## src/hw/rtl/eqdc_pkg.sv

```systemverilog
// Shared types and codes for the equation delimiter checker.
package eqdc_pkg;

  localparam int unsigned NUM_KINDS = 10;
  localparam int unsigned OUT_LINE_W = 20;

  typedef enum logic [3:0] {
    KIND_SPUR_EQ    = 4'd0,
    KIND_EQ_IN_DLM  = 4'd1,
    KIND_SPUR_EN    = 4'd2,
    KIND_EN_IN_DLM  = 4'd3,
    KIND_DLM_OFF    = 4'd4,
    KIND_DLM_NEW    = 4'd5,
    KIND_DLM_IN_EQ  = 4'd6,
    KIND_SPAN       = 4'd7,
    KIND_UNFIN_DLM  = 4'd8,
    KIND_UNFIN_EQ   = 4'd9
  } kind_t;

  // Line prefix matcher states.
  typedef enum logic [10:0] {
    P_START = 11'b000_0000_0001,
    P_DOT   = 11'b000_0000_0010,
    P_DOTE  = 11'b000_0000_0100,
    P_D     = 11'b000_0000_1000,
    P_DE    = 11'b000_0001_0000,
    P_DEL   = 11'b000_0010_0000,
    P_DELI  = 11'b000_0100_0000,
    P_SCAN  = 11'b000_1000_0000,
    P_OWAIT = 11'b001_0000_0000,
    P_DONE  = 11'b010_0000_0000,
    P_DEAD  = 11'b100_0000_0000
  } pstate_t;

  typedef enum logic [1:0] {
    CMD_NONE  = 2'd0,
    CMD_EQ    = 2'd1,
    CMD_EN    = 2'd2,
    CMD_DELIM = 2'd3
  } cmd_t;

  typedef enum logic [1:0] {
    ACT_NONE = 2'd0,
    ACT_SET  = 2'd1,
    ACT_OFF  = 2'd2
  } act_t;

  localparam logic [7:0] CH_DOT     = 8'h2E;
  localparam logic [7:0] CH_UP_E    = 8'h45;
  localparam logic [7:0] CH_UP_Q    = 8'h51;
  localparam logic [7:0] CH_UP_N    = 8'h4E;
  localparam logic [7:0] CH_D       = 8'h64;
  localparam logic [7:0] CH_E       = 8'h65;
  localparam logic [7:0] CH_L       = 8'h6C;
  localparam logic [7:0] CH_I       = 8'h69;
  localparam logic [7:0] CH_M       = 8'h6D;
  localparam logic [7:0] CH_O       = 8'h6F;
  localparam logic [7:0] CH_F       = 8'h66;
  localparam logic [7:0] CH_SPACE   = 8'h20;
  localparam logic [7:0] CH_NEWLINE = 8'h0A;

  typedef struct packed {
    logic [7:0] text_byte;
    logic       end_of_text;
  } in_item_t;

  typedef struct packed {
    logic [3:0]            kind;
    logic [OUT_LINE_W-1:0] line_number;
    logic [OUT_LINE_W-1:0] span_first_line;
    logic [OUT_LINE_W-1:0] span_line_count;
    logic [7:0]            delimiter_byte;
    logic                  last;
  } out_item_t;

  // All findings of one request: a kind mask plus shared fields.
  typedef struct packed {
    logic [NUM_KINDS-1:0]  mask;
    logic [OUT_LINE_W-1:0] line_number;
    logic [OUT_LINE_W-1:0] span_first;
    logic [OUT_LINE_W-1:0] span_count;
    logic [7:0]            delim;
  } ev_t;

endpackage

```

## src/hw/rtl/eqdc_front.sv

```systemverilog
// Front end: parses each byte, tracks line and document state, builds finding records.
module eqdc_front #(
  parameter int unsigned LINE_BITS = 20
) (
  input  logic               clk,
  input  logic               rst,
  input  logic               accept,
  input  eqdc_pkg::in_item_t request,
  input  logic               delim_we,
  input  logic [7:0]         delim_data,
  output logic               ev_push,
  output eqdc_pkg::ev_t      ev
);

  localparam logic [LINE_BITS-1:0] LMAX = '1;

  logic [LINE_BITS-1:0] line_cnt, line_cnt_next;
  logic [LINE_BITS-1:0] span_start, span_start_next;
  logic                 in_eq, in_eq_next;
  logic                 unbal, unbal_next;
  logic [7:0]           cur_delim, cur_delim_next;
  logic                 has, has_next;
  logic                 odd, odd_next;
  eqdc_pkg::pstate_t    pstate, pstate_next;
  eqdc_pkg::cmd_t       cmd, cmd_next;
  logic [7:0]           pend, pend_next;
  eqdc_pkg::act_t       act, act_next;
  logic                 nonempty, nonempty_next;

  always_comb begin
    logic [7:0]           b;
    logic                 eot;
    logic                 p_has, p_odd;
    eqdc_pkg::pstate_t    p_st;
    eqdc_pkg::cmd_t       p_cmd;
    logic [7:0]           p_pend;
    eqdc_pkg::act_t       p_act;
    logic                 do_line;
    logic                 e_has, e_odd;
    eqdc_pkg::cmd_t       e_cmd;
    eqdc_pkg::act_t       e_act;
    logic [7:0]           e_pend;
    logic [LINE_BITS-1:0] line;
    logic [LINE_BITS-1:0] cnt;
    logic                 n_ineq, n_unbal, n_has, n_odd;
    logic [LINE_BITS-1:0] n_span;
    logic [7:0]           n_cur;
    logic [eqdc_pkg::NUM_KINDS-1:0] mask;
    logic [31:0]          line_w, first_w, cnt_w;

    b   = request.text_byte;
    eot = request.end_of_text;

    line_cnt_next   = line_cnt;
    span_start_next = span_start;
    in_eq_next      = in_eq;
    unbal_next      = unbal;
    cur_delim_next  = cur_delim;
    has_next        = has;
    odd_next        = odd;
    pstate_next     = pstate;
    cmd_next        = cmd;
    pend_next       = pend;
    act_next        = act;
    nonempty_next   = nonempty;

    // byte parse
    p_has  = has;
    p_odd  = odd;
    p_st   = pstate;
    p_cmd  = cmd;
    p_pend = pend;
    p_act  = act;
    if (pstate != eqdc_pkg::P_DEAD) begin
      if (cur_delim != 8'd0 && b == cur_delim) begin
        p_has = 1'b1;
        p_odd = ~odd;
      end
      if (b == 8'd0) begin
        p_st = eqdc_pkg::P_DEAD;
      end else begin
        unique case (pstate)
          eqdc_pkg::P_START: begin
            if (b == eqdc_pkg::CH_DOT) p_st = eqdc_pkg::P_DOT;
            else if (b == eqdc_pkg::CH_D && in_eq) p_st = eqdc_pkg::P_D;
            else p_st = eqdc_pkg::P_DONE;
          end
          eqdc_pkg::P_DOT:
            p_st = (b == eqdc_pkg::CH_UP_E) ? eqdc_pkg::P_DOTE : eqdc_pkg::P_DONE;
          eqdc_pkg::P_DOTE: begin
            if (b == eqdc_pkg::CH_UP_Q) p_cmd = eqdc_pkg::CMD_EQ;
            else if (b == eqdc_pkg::CH_UP_N) p_cmd = eqdc_pkg::CMD_EN;
            p_st = eqdc_pkg::P_DONE;
          end
          eqdc_pkg::P_D:
            p_st = (b == eqdc_pkg::CH_E) ? eqdc_pkg::P_DE : eqdc_pkg::P_DONE;
          eqdc_pkg::P_DE:
            p_st = (b == eqdc_pkg::CH_L) ? eqdc_pkg::P_DEL : eqdc_pkg::P_DONE;
          eqdc_pkg::P_DEL:
            p_st = (b == eqdc_pkg::CH_I) ? eqdc_pkg::P_DELI : eqdc_pkg::P_DONE;
          eqdc_pkg::P_DELI: begin
            if (b == eqdc_pkg::CH_M) begin
              p_cmd = eqdc_pkg::CMD_DELIM;
              p_st  = eqdc_pkg::P_SCAN;
            end else begin
              p_st = eqdc_pkg::P_DONE;
            end
          end
          eqdc_pkg::P_SCAN: begin
            if (b != eqdc_pkg::CH_SPACE) begin
              p_pend = b;
              p_act  = eqdc_pkg::ACT_SET;
              p_st   = (b == eqdc_pkg::CH_O) ? eqdc_pkg::P_OWAIT : eqdc_pkg::P_DONE;
            end
          end
          eqdc_pkg::P_OWAIT: begin
            if (b == eqdc_pkg::CH_F) p_act = eqdc_pkg::ACT_OFF;
            p_st = eqdc_pkg::P_DONE;
          end
          default: p_st = eqdc_pkg::P_DONE;
        endcase
      end
    end

    // line end
    do_line = eot ? nonempty : (b == eqdc_pkg::CH_NEWLINE);
    e_has   = eot ? has  : p_has;
    e_odd   = eot ? odd  : p_odd;
    e_cmd   = eot ? cmd  : p_cmd;
    e_act   = eot ? act  : p_act;
    e_pend  = eot ? pend : p_pend;

    line    = (line_cnt != LMAX) ? line_cnt + LINE_BITS'(1) : line_cnt;
    n_ineq  = in_eq;
    n_unbal = unbal;
    n_span  = span_start;
    n_cur   = cur_delim;
    n_has   = e_has;
    n_odd   = e_odd;
    mask    = '0;
    cnt     = '0;
    first_w = '0;

    unique case (e_cmd)
      eqdc_pkg::CMD_EQ: begin
        if (in_eq) mask[eqdc_pkg::KIND_SPUR_EQ] = 1'b1;
        if (unbal) mask[eqdc_pkg::KIND_EQ_IN_DLM] = 1'b1;
        n_ineq = 1'b1;
      end
      eqdc_pkg::CMD_EN: begin
        if (!in_eq) mask[eqdc_pkg::KIND_SPUR_EN] = 1'b1;
        else n_ineq = 1'b0;
        if (unbal) mask[eqdc_pkg::KIND_EN_IN_DLM] = 1'b1;
        n_span = '0;
      end
      eqdc_pkg::CMD_DELIM: begin
        if (e_act == eqdc_pkg::ACT_SET) begin
          n_cur   = e_pend;
          n_has   = 1'b0;
          n_odd   = 1'b0;
          n_unbal = 1'b0;
        end else if (e_act == eqdc_pkg::ACT_OFF) begin
          n_cur = 8'd0;
        end
        if (n_cur == 8'd0) mask[eqdc_pkg::KIND_DLM_OFF] = 1'b1;
        else mask[eqdc_pkg::KIND_DLM_NEW] = 1'b1;
      end
      eqdc_pkg::CMD_NONE: ;
      default: ;
    endcase

    if (n_has && n_ineq) mask[eqdc_pkg::KIND_DLM_IN_EQ] = 1'b1;
    if (n_has) begin
      if (n_odd) n_unbal = ~n_unbal;
      if (n_span != '0) begin
        mask[eqdc_pkg::KIND_SPAN] = 1'b1;
        cnt     = line - n_span + LINE_BITS'(1);
        first_w = 32'(n_span);
      end
      n_span = n_unbal ? line : '0;
    end

    if (!do_line) begin
      mask = '0;
      line = line_cnt;
      n_ineq  = in_eq;
      n_unbal = unbal;
      n_cur   = cur_delim;
      n_span  = span_start;
    end

    if (eot) begin
      mask[eqdc_pkg::KIND_UNFIN_DLM] = n_unbal;
      mask[eqdc_pkg::KIND_UNFIN_EQ]  = n_ineq;
    end

    line_w  = 32'(line);
    cnt_w   = 32'(cnt);
    ev.mask        = mask;
    ev.line_number = line_w[eqdc_pkg::OUT_LINE_W-1:0];
    ev.span_first  = first_w[eqdc_pkg::OUT_LINE_W-1:0];
    ev.span_count  = cnt_w[eqdc_pkg::OUT_LINE_W-1:0];
    ev.delim       = n_cur;
    ev_push        = accept && (mask != '0);

    if (accept) begin
      if (eot || do_line) begin
        line_cnt_next   = eot ? '0 : line;
        span_start_next = eot ? '0 : n_span;
        in_eq_next      = eot ? 1'b0 : n_ineq;
        unbal_next      = eot ? 1'b0 : n_unbal;
        cur_delim_next  = n_cur;
        has_next        = 1'b0;
        odd_next        = 1'b0;
        pstate_next     = eqdc_pkg::P_START;
        cmd_next        = eqdc_pkg::CMD_NONE;
        pend_next       = 8'd0;
        act_next        = eqdc_pkg::ACT_NONE;
        nonempty_next   = 1'b0;
      end else begin
        has_next      = p_has;
        odd_next      = p_odd;
        pstate_next   = p_st;
        cmd_next      = p_cmd;
        pend_next     = p_pend;
        act_next      = p_act;
        nonempty_next = 1'b1;
      end
    end

    if (delim_we) cur_delim_next = delim_data;
  end

  always_ff @(posedge clk) begin
    if (rst) begin
      line_cnt   <= '0;
      span_start <= '0;
      in_eq      <= 1'b0;
      unbal      <= 1'b0;
      cur_delim  <= 8'd0;
      has        <= 1'b0;
      odd        <= 1'b0;
      pstate     <= eqdc_pkg::P_START;
      cmd        <= eqdc_pkg::CMD_NONE;
      pend       <= 8'd0;
      act        <= eqdc_pkg::ACT_NONE;
      nonempty   <= 1'b0;
    end else begin
      line_cnt   <= line_cnt_next;
      span_start <= span_start_next;
      in_eq      <= in_eq_next;
      unbal      <= unbal_next;
      cur_delim  <= cur_delim_next;
      has        <= has_next;
      odd        <= odd_next;
      pstate     <= pstate_next;
      cmd        <= cmd_next;
      pend       <= pend_next;
      act        <= act_next;
      nonempty   <= nonempty_next;
    end
  end

endmodule

```

## src/hw/rtl/eqdc_queue.sv

```systemverilog
// Record queue between the parser front end and the finding serializer.
module eqdc_queue #(
  parameter int unsigned DEPTH = 4
) (
  input  logic          clk,
  input  logic          rst,
  input  logic          wr_en,
  input  eqdc_pkg::ev_t wr_data,
  input  logic          rd_en,
  output eqdc_pkg::ev_t rd_data,
  output logic          q_empty,
  output logic          q_full
);

  localparam int unsigned PW = (DEPTH > 1) ? $clog2(DEPTH) : 1;
  localparam int unsigned CW = $clog2(DEPTH + 1);

  eqdc_pkg::ev_t   mem [DEPTH];
  logic [PW-1:0]   wr_ptr, rd_ptr;
  logic [CW-1:0]   count;
  logic            do_wr, do_rd;

  assign q_empty = (count == '0);
  assign q_full  = (count == CW'(DEPTH));
  assign do_wr   = wr_en && !q_full;
  assign do_rd   = rd_en && !q_empty;
  assign rd_data = mem[rd_ptr];

  always_ff @(posedge clk) begin
    if (do_wr) mem[wr_ptr] <= wr_data;
  end

  always_ff @(posedge clk) begin
    if (rst) begin
      wr_ptr <= '0;
      rd_ptr <= '0;
      count  <= '0;
    end else begin
      if (do_wr) wr_ptr <= (wr_ptr == PW'(DEPTH - 1)) ? '0 : wr_ptr + PW'(1);
      if (do_rd) rd_ptr <= (rd_ptr == PW'(DEPTH - 1)) ? '0 : rd_ptr + PW'(1);
      if (do_wr && !do_rd) count <= count + CW'(1);
      else if (do_rd && !do_wr) count <= count - CW'(1);
    end
  end

endmodule

```

## src/hw/rtl/eqdc_back.sv

```systemverilog
// Back end: unpacks each queued record into findings, lowest kind first.
module eqdc_back (
  input  logic                clk,
  input  logic                rst,
  input  eqdc_pkg::ev_t       head,
  input  logic                q_empty,
  input  logic                pop,
  output logic                q_pop,
  output logic                empty,
  output eqdc_pkg::out_item_t finding
);

  logic [eqdc_pkg::NUM_KINDS-1:0] sent;
  logic [eqdc_pkg::NUM_KINDS-1:0] rem, lsb;
  logic                           last;
  logic                           take;

  assign empty = q_empty;
  assign rem   = head.mask & ~sent;
  assign lsb   = rem & (~rem + eqdc_pkg::NUM_KINDS'(1));
  assign last  = ((rem & ~lsb) == '0);
  assign take  = pop && !q_empty;
  assign q_pop = take && last;

  always_comb begin
    finding.kind = eqdc_pkg::KIND_SPUR_EQ;
    for (int i = eqdc_pkg::NUM_KINDS - 1; i >= 0; i--) begin
      if (rem[i]) finding.kind = 4'(i);
    end
    finding.line_number     = head.line_number;
    finding.span_first_line = lsb[eqdc_pkg::KIND_SPAN] ? head.span_first : '0;
    finding.span_line_count = lsb[eqdc_pkg::KIND_SPAN] ? head.span_count : '0;
    finding.delimiter_byte  = head.delim;
    finding.last            = last;
  end

  always_ff @(posedge clk) begin
    if (rst) begin
      sent <= '0;
    end else if (take) begin
      sent <= last ? '0 : (sent | lsb);
    end
  end

  a_head_has_work: assert property (@(posedge clk) disable iff (rst)
    !q_empty |-> (rem != '0))
    else $error("queued record has no finding left");

  a_one_pick: assert property (@(posedge clk) disable iff (rst)
    !q_empty |-> $onehot(lsb))
    else $error("finding select not one-hot");

  a_stay_on_record: assert property (@(posedge clk) disable iff (rst)
    (take && !last) |=> (!q_empty && sent != '0))
    else $error("record left before its last finding");

  a_span_fields: assert property (@(posedge clk) disable iff (rst)
    (!q_empty && finding.kind != eqdc_pkg::KIND_SPAN) |->
      (finding.span_first_line == '0 && finding.span_line_count == '0))
    else $error("span fields set on non-span finding");

endmodule

```

## src/hw/rtl/eqdc_top.sv

```systemverilog
// Top level of the equation delimiter checker: front end, record queue, back end.
//
//  channel   | handshake     | payload
//  ----------+---------------+--------------------------------------------
//  request   | push / full   | request  (text_byte, end_of_text)
//  finding   | pop / empty   | finding  (kind, line_number, span fields,
//            |               |           delimiter_byte, last)
//  delimiter | delim_we      | delim_data (loads the delimiter in force)
//
// One request is taken per cycle while full is low; a request that ends a line
// or the text and has findings becomes one queued record holding all of them.
// Each finding is shown once its record is at the queue head; findings drain one
// per cycle while pop is high; full rises only when QUEUE_DEPTH records wait.
// Synchronous reset clears all line and document state and sets the delimiter to 0.
module eqn_delimiter_checker_top #(
  parameter int unsigned LINE_BITS   = 20,
  parameter int unsigned QUEUE_DEPTH = 4
) (
  input  logic                clk,
  input  logic                rst,
  input  logic                push,
  output logic                full,
  input  eqdc_pkg::in_item_t  request,
  output logic                empty,
  input  logic                pop,
  output eqdc_pkg::out_item_t finding,
  input  logic                delim_we,
  input  logic [7:0]          delim_data
);

  logic          accept;
  logic          ev_push;
  eqdc_pkg::ev_t ev;
  eqdc_pkg::ev_t head;
  logic          q_empty, q_full, q_pop;

  assign full   = q_full;
  assign accept = push && !q_full;

  eqdc_front #(
    .LINE_BITS (LINE_BITS)
  ) u_front (
    .clk        (clk),
    .rst        (rst),
    .accept     (accept),
    .request    (request),
    .delim_we   (delim_we),
    .delim_data (delim_data),
    .ev_push    (ev_push),
    .ev         (ev)
  );

  eqdc_queue #(
    .DEPTH (QUEUE_DEPTH)
  ) u_queue (
    .clk     (clk),
    .rst     (rst),
    .wr_en   (ev_push),
    .wr_data (ev),
    .rd_en   (q_pop),
    .rd_data (head),
    .q_empty (q_empty),
    .q_full  (q_full)
  );

  eqdc_back u_back (
    .clk     (clk),
    .rst     (rst),
    .head    (head),
    .q_empty (q_empty),
    .pop     (pop),
    .q_pop   (q_pop),
    .empty   (empty),
    .finding (finding)
  );

endmodule
```

## config.mk

```make
export PLATFORM = sky130hd
export DESIGN_NAME = eqn_delimiter_checker_top
export DESIGN_NICKNAME = d
export VERILOG_FILES = /design/src/hw/rtl/eqdc_pkg.sv /design/src/hw/rtl/eqdc_front.sv /design/src/hw/rtl/eqdc_queue.sv /design/src/hw/rtl/eqdc_back.sv /design/src/hw/rtl/eqdc_top.sv
export SDC_FILE = /design/constraint.sdc
export NUM_CORES = 1
export LEC_CHECK = 0
export CAP_MARGIN = 10
export CORE_UTILIZATION = 58
export DETAILED_ROUTE_END_ITERATION = 10
export DONT_BUFFER_PORTS = 1
export GPL_ROUTABILITY_DRIVEN = 1
export PLACE_DENSITY = 0.86
export RECOVER_POWER = 50
export SETUP_SLACK_MARGIN = 0.02
export SYNTH_ARGS = -nofsm -noshare
export SYNTH_HDL_FRONTEND = slang
export SYNTH_HIERARCHICAL = 1
export SYNTH_SLANG_ARGS = --single-unit
export TNS_END_PERCENT = 5
```

## constraint.sdc

```tcl
create_clock -name clk -period 6.4 [get_ports clk]
set_input_delay 0.32 -clock clk [delete_from_list [all_inputs] [get_ports clk]]
set_output_delay 0.32 -clock clk [all_outputs]
set_load 0.01 [all_outputs]
```

Yosys cells after proc, flatten, opt, wreduce, memory -nomap -nowiden:

Memories as Yosys holds them, arrays and structs flattened. A register that Yosys moved wholly into a read port is not among the register bits.
Cells that the tools add are included.

* shift-type cells: 0
* multipliers: 0
* add/sub/neg operators: 8
* muxes and demuxes: 112
* equality and inequality tests: 34
* reductions and logical operators: 32
* bitwise operators: 9
* div/mod/pow operators: 0
* order comparisons: 0

Operators by type and width (number)
* 2-to-1 mux 20 bit: 14
* 2-to-1 mux 8 bit: 15
* == test 8 x 7 -> 1 bit (second input constant): 10
* 2-to-1 mux 10 bit: 8
* case mux 11 bit (7 select lines): 1
* 2-to-1 mux 11 bit: 5
* 2-to-1 mux 2 bit: 21
* adder 20 x 1 -> 20 bit (second input constant): 2
* 2-to-1 mux 4 bit: 10
* 2-to-1 mux 1 bit: 33
* AND 10 bit: 3
* inverter 10 bit: 3
* != test 20 bit (second input constant): 1
* nonzero test 20 bit: 1
* subtractor 20 bit: 1
* zero test 8 bit: 2
* == test 11 x 1 -> 1 bit (second input constant): 1
* == test 11 x 2 -> 1 bit (second input constant): 1
* == test 11 x 3 -> 1 bit (second input constant): 1
* == test 11 x 4 -> 1 bit (second input constant): 1
* == test 11 x 5 -> 1 bit (second input constant): 1
* == test 11 x 6 -> 1 bit (second input constant): 1
* == test 11 x 7 -> 1 bit (second input constant): 1
* == test 11 x 8 -> 1 bit (second input constant): 1
* 29 further kinds: 57

* output and inout bits: 75
* memories kept: 1
* bits in registers: 93
* RAM bits: 312
* memory bits (read-only): 0
* bits in latches: 0

Memories
* u_queue.mem: words 4, width 78, rd ports 1, clocked after memory_dff 1, write ports 1, RTL line eqdc_queue.sv:18 `eqdc_pkg::ev_t mem [DEPTH];`

Depth between registers and ports, before layout:

Gate-level depths: netlist (run 1).

* word-level depth: 22
* mapped depth: 25
* mapped depth without buffers: 23

Cells and area by module:

The synthesis (run 1) kept the hierarchy.

By module, submodules not included
* eqdc_queue: area an instance 11743.8 um^2, cells an instance 458, instances 1, sequential area each 9549.2 um^2
* eqdc_front: area an instance 6229.7 um^2, cells an instance 835, instances 1, sequential area each 1521.5 um^2
* eqdc_back: area an instance 1192.4 um^2, cells an instance 155, instances 1, sequential area each 200.2 um^2
* eqn_delimiter_checker_top: area an instance 13.8 um^2, cells an instance 1, instances 1, sequential area each 0.0 um^2

Worst setup path after synthesis (run 1):

OpenSTA, ideal clock, no wires.

* path kind: reg2reg
* from: register u_front.pstate[1]
* to: memory u_queue/mem[0][0] (netlist bit), enable pin
* buffers on the path: 3
* setup time: 0.445 ns
* clock period less this slack: 5.922 ns
* setup slack: 0.478 ns
* arrival time: 5.477 ns
* cell stages (with the launch flop): 18
* cell sequence: dfxtp_1 -> buf_6 -> or3_4 -> nor4_1 -> nand3b_1 -> o41a_1 -> o21ai_0 -> nor2_1 -> a21oi_1 -> ha_1 -> inv_1 -> clkbuf_1 -> clkbuf_1 -> o21ai_0 -> o22ai_1 -> a41oi_1 -> o31a_1 -> and3_1

* cells in the longest elaborated chain, start to end: 19

Ends and longest elaborated chain
* start, declared: RTL line eqdc_front.sv:24 `eqdc_pkg::pstate_t pstate, pstate_next;`
* start signal, assigned: RTL line eqdc_front.sv:243 `pstate <= eqdc_pkg::P_START;`
* start signal, assigned: RTL line eqdc_front.sv:256 `pstate <= pstate_next;`
* parallel branches: the longest is 14 deep, another holds == test 11 x 9 -> 1 bit
* nonzero test 10 bit *: RTL line eqdc_front.sv:204 `ev_push = accept && (mask != '0);`
* logical AND 1 bit *: RTL line eqdc_front.sv:204
* via ev_push: RTL line eqdc_top.sv:32 `logic ev_push;`
* logical AND 1 bit *: RTL line eqdc_queue.sv:25 `assign do_wr = wr_en && !q_full;`
* 2-to-1 mux 1 bit *: RTL line eqdc_queue.sv:30 `if (do_wr) mem[wr_ptr] <= wr_data;`
* 2-to-1 mux 1 bit (not written as such) *: RTL line eqdc_queue.sv:30
* end, declared: RTL line eqdc_queue.sv:18

Mark *: on every way through the listed nets, which the timed path passes. The select of a mux whose other input is x is not followed.

==> out/qor.csv, run 1 <==
metric;value;unit
cts-root-buf;clkbuf_16;
io_buffers;0;
status;finished with violations;
clkPwrFrac;0.464;
synth_top_area_cell;edfxtp_1;
comb_power_share;0.019;
die_w;183.8;um
fmax;167.2;MHz
violations;max-capacitance violations, max-slew violations;
rsz0062_at_grt;no;
synth_common_cells;edfxtp_1, nor2_1, dfxtp_1, nand2_1, mux4_2;
finalCritPeriodShare;0.9348;
synth_top_area_frac;0.4885;
ys_seq_elements;407;
fillers;2327;
critPathArrivalTime;6260;ps
fin_worst_skew;22.96;ps
grt_pass1_vias;12161;
top_level_ports;97;
cp_max_fo;11;
cts_sinks;407;
first_pass_iters;7;
synth_flop_cell;edfxtp_1;
syn_inst;1449;
hold_viol_final;0;
p_switching;1.083;mW
cts_max_path_buffers;3;
synth_area_leaders;edfxtp_1, dfxtp_1, mux4_2;
die-height;183.8;um
cts_buffers;42;
clk_latency;560;ps
finalPower;5.464;mW
drv_cap;2;
drc;0;
final-setup-viol-count;0;
drt-total-wl;42880;um
power.density;261.9;nW/um^2
antenna_found_initial;0;
syn-num-nets;1520;
power.internal;4.381;mW
synth_seq_area_share;0.5876;
grt_first_pass_wirelength;67980;um
syn_area;19180;sq um
drt-vias-per-instance;6.431;
rows;66;
synth.most_common_cell;edfxtp_1;
cts_tree;yes;
grt-ovfl-total;0;
required;6680;ps
worstMarginPinSlew;2236;ps
drv_slew;81;
netSwitchingFraction;0.1983;
grt_max_degree;65;
maxSlewHeadroom;-0.4927;
drt-wirelength-per-cell;22.54;um
dieArea;33800;sq um
critPathKind;reg -> reg;
via_count;12232;
min_period;5983;ps
antenna_cells;0;
core_area;32540;sq um
gp_congestion;0.9249;
nNetsFinal;1497;
start_kind;register;
hpwl;27720;um
synth_cell_types;84;
critPathCaptureType;register;
cts_htree_levels;2;
initial_core_util;0.5895;
syn_area_per_cell;13.24;sq um
drive_above_1_share;0.1253;
seqPwrFrac;0.517;
final_antenna_net_count;0;
yosysWarnings;6;
leakage;6.540;nW
hold_class;in -> reg;
grtUsageTotal;0.2598;
tns;0;ps
peakVddDrop;205.8;uV
async_reset_ff_frac;0;
drt_iter0_drc;1300;
syn_to_final_growth;8.787;%
synth_enable_flop_cells;312;
clk_pin_slew;60;ps
logic make-up after synthesis:
family	count (synthesis)	synth area share
XOR/XNOR	55	0.02512
flip-flops	407	0.5876
buffers and inverters	142	0.04032
adder cells (fa/ha/maj)	51	0.03379
AO/OA/AOI/OAI	236	0.08983
AND/OR/NAND/NOR	468	0.1253
multiplexers	90	0.09798
layer usage:
metal / global-route usage / vias up / part of all wire
li1: - / 5466 / -
met1: 0.3506 / 6050 / 0.40
met2: 0.4253 / 615 / 0.49
met3: 0.04794 / 101 / 0.079
met4: 0.08733 / 0 / 0.028
met5: 0 / - / 0
registers in the layout, summed over array words and instances (netlist names), 2 cells and up, named ones only:
register / flops
u_queue/mem: 312
u_front/line_cnt: 20
u_front/span_start: 20
u_front/pstate: 11
u_back/sent: 10
u_front/cur_delim: 8
u_front/pend: 8
u_queue/count: 3
u_front/act: 2
u_front/cmd: 2
u_queue/rd_ptr: 2
u_queue/wr_ptr: 2
stage by stage:
stage	worst slack (ps)	utilization	hold WS (ps)	instance area (sq um)	cells
after floorplan	478.1	-	441.1	19180	1449
after detailed placement	394.1	0.5923	391.7	19270	1805
after global routing	51.19	0.6413	14.65	20870	1902
final	417.3	0.6413	9.011	20870	1902
after global placement	740.6	0.5923	390.5	19270	1805
after CTS	376.9	0.6432	2.082	20930	1901
worst max-delay path, cell delays in order, from the launching register on:
cell and delay, ps:
dfxtp_1 380, or3_4 420, nor4_1 450, nand3b_1 250, o41a_1 450, o21ai_0 250, nor2_1 100, a21oi_1 180
ha_1 290, inv_1 220, nand2_1 140, ha_1 280, ha_1 330, a211oi_1 270, o21ai_0 230, a2111oi_1 580
o31ai_1 250, o31ai_1 360, xor2_1 180, nor2_1 90
cell usage in the layout, fill, tap and decap left out, types with 17 or more instances in the layout:
cell           instances
edfxtp_1             312
nor2_1               133
nand2_1               94
dfxtp_1               94
mux4_2                78
ha_1                  47
clkbuf_16             44
o21ai_0               44
nor3_1                42
and2_0                42
a21oi_1               40
inv_1                 39
xor2_1                33
a22o_1                33
nand3_1               27
nor2b_1               22
xnor2_1               22
a211oi_1              19
nor4_1                18
dlygate4sd3_1         17
area by class of cell:
| type | count | area (sq um) | area share |
|---|---|---|---|
| inverter | 40 | 150.1 | 0.007196 |
| multi-input combinational | 900 | 7086 | 0.3396 |
| clock inverter | 16 | 252.7 | 0.01211 |
| timing repair buffer | 35 | 341.6 | 0.01637 |
| sequential | 407 | 11270 | 0.5404 |
| clock buffer | 62 | 1207 | 0.05787 |
| tap | 442 | 553.0 | 0.02651 |
final timing paths:
kind                                                startpoint                             end  slack [ps]  cells after the start
worst max register to register  u_front/pstate[1]$_SDFFE_PP0P_    u_queue/mem[3][24]$_DFFE_PP_         420                     19
worst max-delay path            u_front/pstate[1]$_SDFFE_PP0P_    u_queue/mem[3][24]$_DFFE_PP_         420                     19
worst min register to register     u_front/cmd[1]$_SDFFE_PP0P_     u_front/cmd[1]$_SDFFE_PP0P_         460                      2
worst min-delay path                                request[2]  u_front/pstate[6]$_SDFFE_PP0P_           9                      3
timing repair:
item	CTS	global route
endpoints found under the hold margin	52	0
hold buffers	18	0
setup buffers	0	0
setup endpoints to repair	0	8
gates resized for setup	0	1
power groups by stage:
stage               clock network (mW)  logic (mW)  registers, mW
detailed placement                   0      0.0865           2.88
global route                      2.69       0.113           2.82
global placement                     0      0.0846           2.88
floorplan                            0      0.0791           2.88
finish                            2.54       0.105           2.82
CTS                               2.58       0.104           2.82
Note: power is estimated with default switching activity, not from simulation.
==> inputs of run 2 (changes only) <==
- GPL_TIMING_DRIVEN: default -> 0
- PLACE_DENSITY: 0.86 -> default
- PLACE_DENSITY_LB_ADDON: default -> 0.12
==> out/qor.csv, run 2 (same netlist as run 1, synthesis figures left out) <==
metric;value;unit;change
grt_first_pass_wirelength;65430;um;was 67,980 um
initial_core_util;0.5895;;unchanged
clk_latency;530;ps;was 560 ps
cts-root-buf;clkbuf_16;;unchanged
use_met2;0.4189;;was 0.4253
cts_buffers;42;;unchanged
power.density;250.6;nW/um^2;was 261.9 nW/um^2
critPathCaptureType;register;;unchanged
regMostFlops;u_queue/mem;;unchanged
min_period;6052;ps;was 5983 ps
drt-total-wl;41880;um;was 42,880 um
rows;66;;unchanged
min_from;rst;;was request[2]
worstMarginPinSlew;991.4;ps;was 2236 ps
rr_startpoint;u_front/pstate[4]$_SDFFE_PP0P_;;was u_front/pstate[1]$_SDFFE_PP0P_
gp_congestion;0.9062;;was 0.9249
via_count;12029;;was 12,232
first_pass_iters;6;;was 7
start_kind;register;;unchanged
hold_viol_final;0;;unchanged
final-setup-viol-count;0;;unchanged
crit_path_start;u_front/pstate[4]$_SDFFE_PP0P_;;was u_front/pstate[1]$_SDFFE_PP0P_
layout_common_cells;edfxtp_1, nor2_1, dfxtp_1;;was edfxtp_1, nor2_1, nand2_1, dfxtp_1, mux4_2
nNetsFinal;1576;;was 1,497
hold_ws;36.45;ps;was 9.011 ps
rsz0062_at_grt;no;;unchanged
hpwl;28890;um;was 27,720 um
fillers;2440;;was 2,327
syn_to_final_growth;11.11;%;was 8.787%
core_area;32540;sq um;unchanged
peakVddDrop;212.9;uV;was 205.8 uV
reg.largest.list;u_queue/mem x312, u_front/line_cnt x20, u_front/span_start x20;;unchanged
grt_use_met3;0.03071;;was 0.04794
cts_sinks;407;;unchanged
finalPower;5.341;mW;was 5.464 mW
dpl_cell_area;19860;sq um;was 19,270 sq um
io_buffers;0;;unchanged
cts_max_path_buffers;3;;unchanged
drt_iter0_drc;847;;was 1,300
status;complete, no violations;;was finished with violations
drive_above_1_share;0.1541;;was 0.1253
antenna_cells;0;;unchanged
critPathKind;reg -> reg;;unchanged
largest_register_ffs;312;;unchanged
die-height;183.8;um;unchanged
leakage;6.782;nW;was 6.540 nW
drt-wirelength-per-cell;21.15;um;was 22.54 um
drv_cap;0;;was 2
busiest_layer;met2;;unchanged
final_antenna_net_count;0;;unchanged
fin_area;21310;sq um;was 20,870 sq um
hold_class;in -> reg;;unchanged
grt_max_degree;48;;was 65
fin_worst_skew;11.55;ps;was 22.96 ps
drt-vias-per-instance;6.075;;was 6.431
dieArea;33800;sq um;unchanged
cts_htree_levels;2;;unchanged
grtUsageMet1;0.3547;;was 0.3506
cp_max_fo;10;;was 11
critPathArrivalTime;6300;ps;was 6260 ps
fmax;165.2;MHz;was 167.2 MHz
top_level_ports;97;;unchanged
drc;0;;unchanged
drv_slew;0;;was 81
cts_tree;yes;;unchanged
layout.cells.most_common;edfxtp_1;;unchanged
grtUsageTotal;0.2522;;was 0.2598
grt_pass1_vias;11536;;was 12,161
clk_pin_slew;60;ps;about the same
required;6640;ps;was 6680 ps
antenna_found_initial;0;;unchanged
finalCritPeriodShare;0.9457;;was 0.9348
grt-ovfl-total;0;;unchanged
die_w;183.8;um;unchanged
maxSlewHeadroom;0.3340;;was -0.4927
-- run 2: changes by cell type in the layout (fill, tap and decap cells not counted), moves of 5 or more --
cell / delta
clkbuf_1: +44
and2_0: -42
and2_1: +42
buf_4: +24
buf_2: +13
dlygate4sd3_1: -9
a211oi_1: -6
a211oi_2: +6
clkbuf_8: -6
buf_6: +5
-- run 2: path summary, 6_finish.rpt --
path                            slack [ps]                          endpoint  cells after the start
worst min register to register         470       u_front/cmd[1]$_SDFFE_PP0P_                      2
worst max-delay path                   350      u_queue/mem[1][24]$_DFFE_PP_                     22
worst max register to register         350      u_queue/mem[1][24]$_DFFE_PP_                     22
worst min-delay path                    40  u_front/line_cnt[3]$_SDFFE_PP0P_                      3
-- run 2: where the power goes --
part	switching (mW)	leakage (nW)	internal, mW	total, mW
Combinational	0.0792	2.76	0.0372	0.116
Sequential	0.00770	3.37	2.82	2.82
Clock	0.959	0.653	1.44	2.40
-- run 2: critical path, cell delays in order, from the launching register on --
cell and delay, ps:
dfxtp_1 360, or3_1 380, clkbuf_1 210, nor4_4 200
nand3b_1 200, o41a_1 430, o21ai_0 310, nor2_1 100
a21oi_1 230, ha_2 290, inv_1 120, clkbuf_1 240
buf_2 280, nand2_1 100, ha_1 260, ha_1 330
a211oi_1 320, o21ai_1 240, a2111oi_4 450, o31ai_1 200
o31ai_1 260, xor2_1 170, nor2_1 90
-- run 2: per-layer routing --
metal  wire (um)  vias to the layer above
met4         711                        0
met3        2040                       53
met5           0                        -
met1       18580                     6009
met2       20550                      363
li1            -                     5604
-- run 2: final cells by class --
class,count,area (sq um),share of cell area
plain buffers,102,616.8,0.02895
clock buffers,60,1140,0.05349
clock inverters,17,210.2,0.009864
inverters,40,150.1,0.007046
multi-input cells,900,7187,0.3372
flip-flops and latches,407,11270,0.5289
well taps,442,553.0,0.02595
repair buffers,12,182.7,0.008572
-- run 2: metrics by stage --
stage	worst slack, ps	instances	utilization	setup TNS [ps]
global placement	-1871	1891	0.6065	-578490
floorplan	478.1	1449	-	0
CTS	41.65	1980	0.6544	0
finish	347.7	1980	0.6550	0
detailed placement	-369.1	1895	0.6103	-3321
global route	13.47	1980	0.6550	0
-- run 2: repair_timing --
item / in CTS / in global routing
resized for setup: 3 / 8
pin swaps: 0 / 1
hold buffers: 8 / 0
setup buffers: 0 / 0
setup endpoints to repair: 16 / 78
endpoints found under the hold margin: 8 / 0
gates cloned: 0 / 0
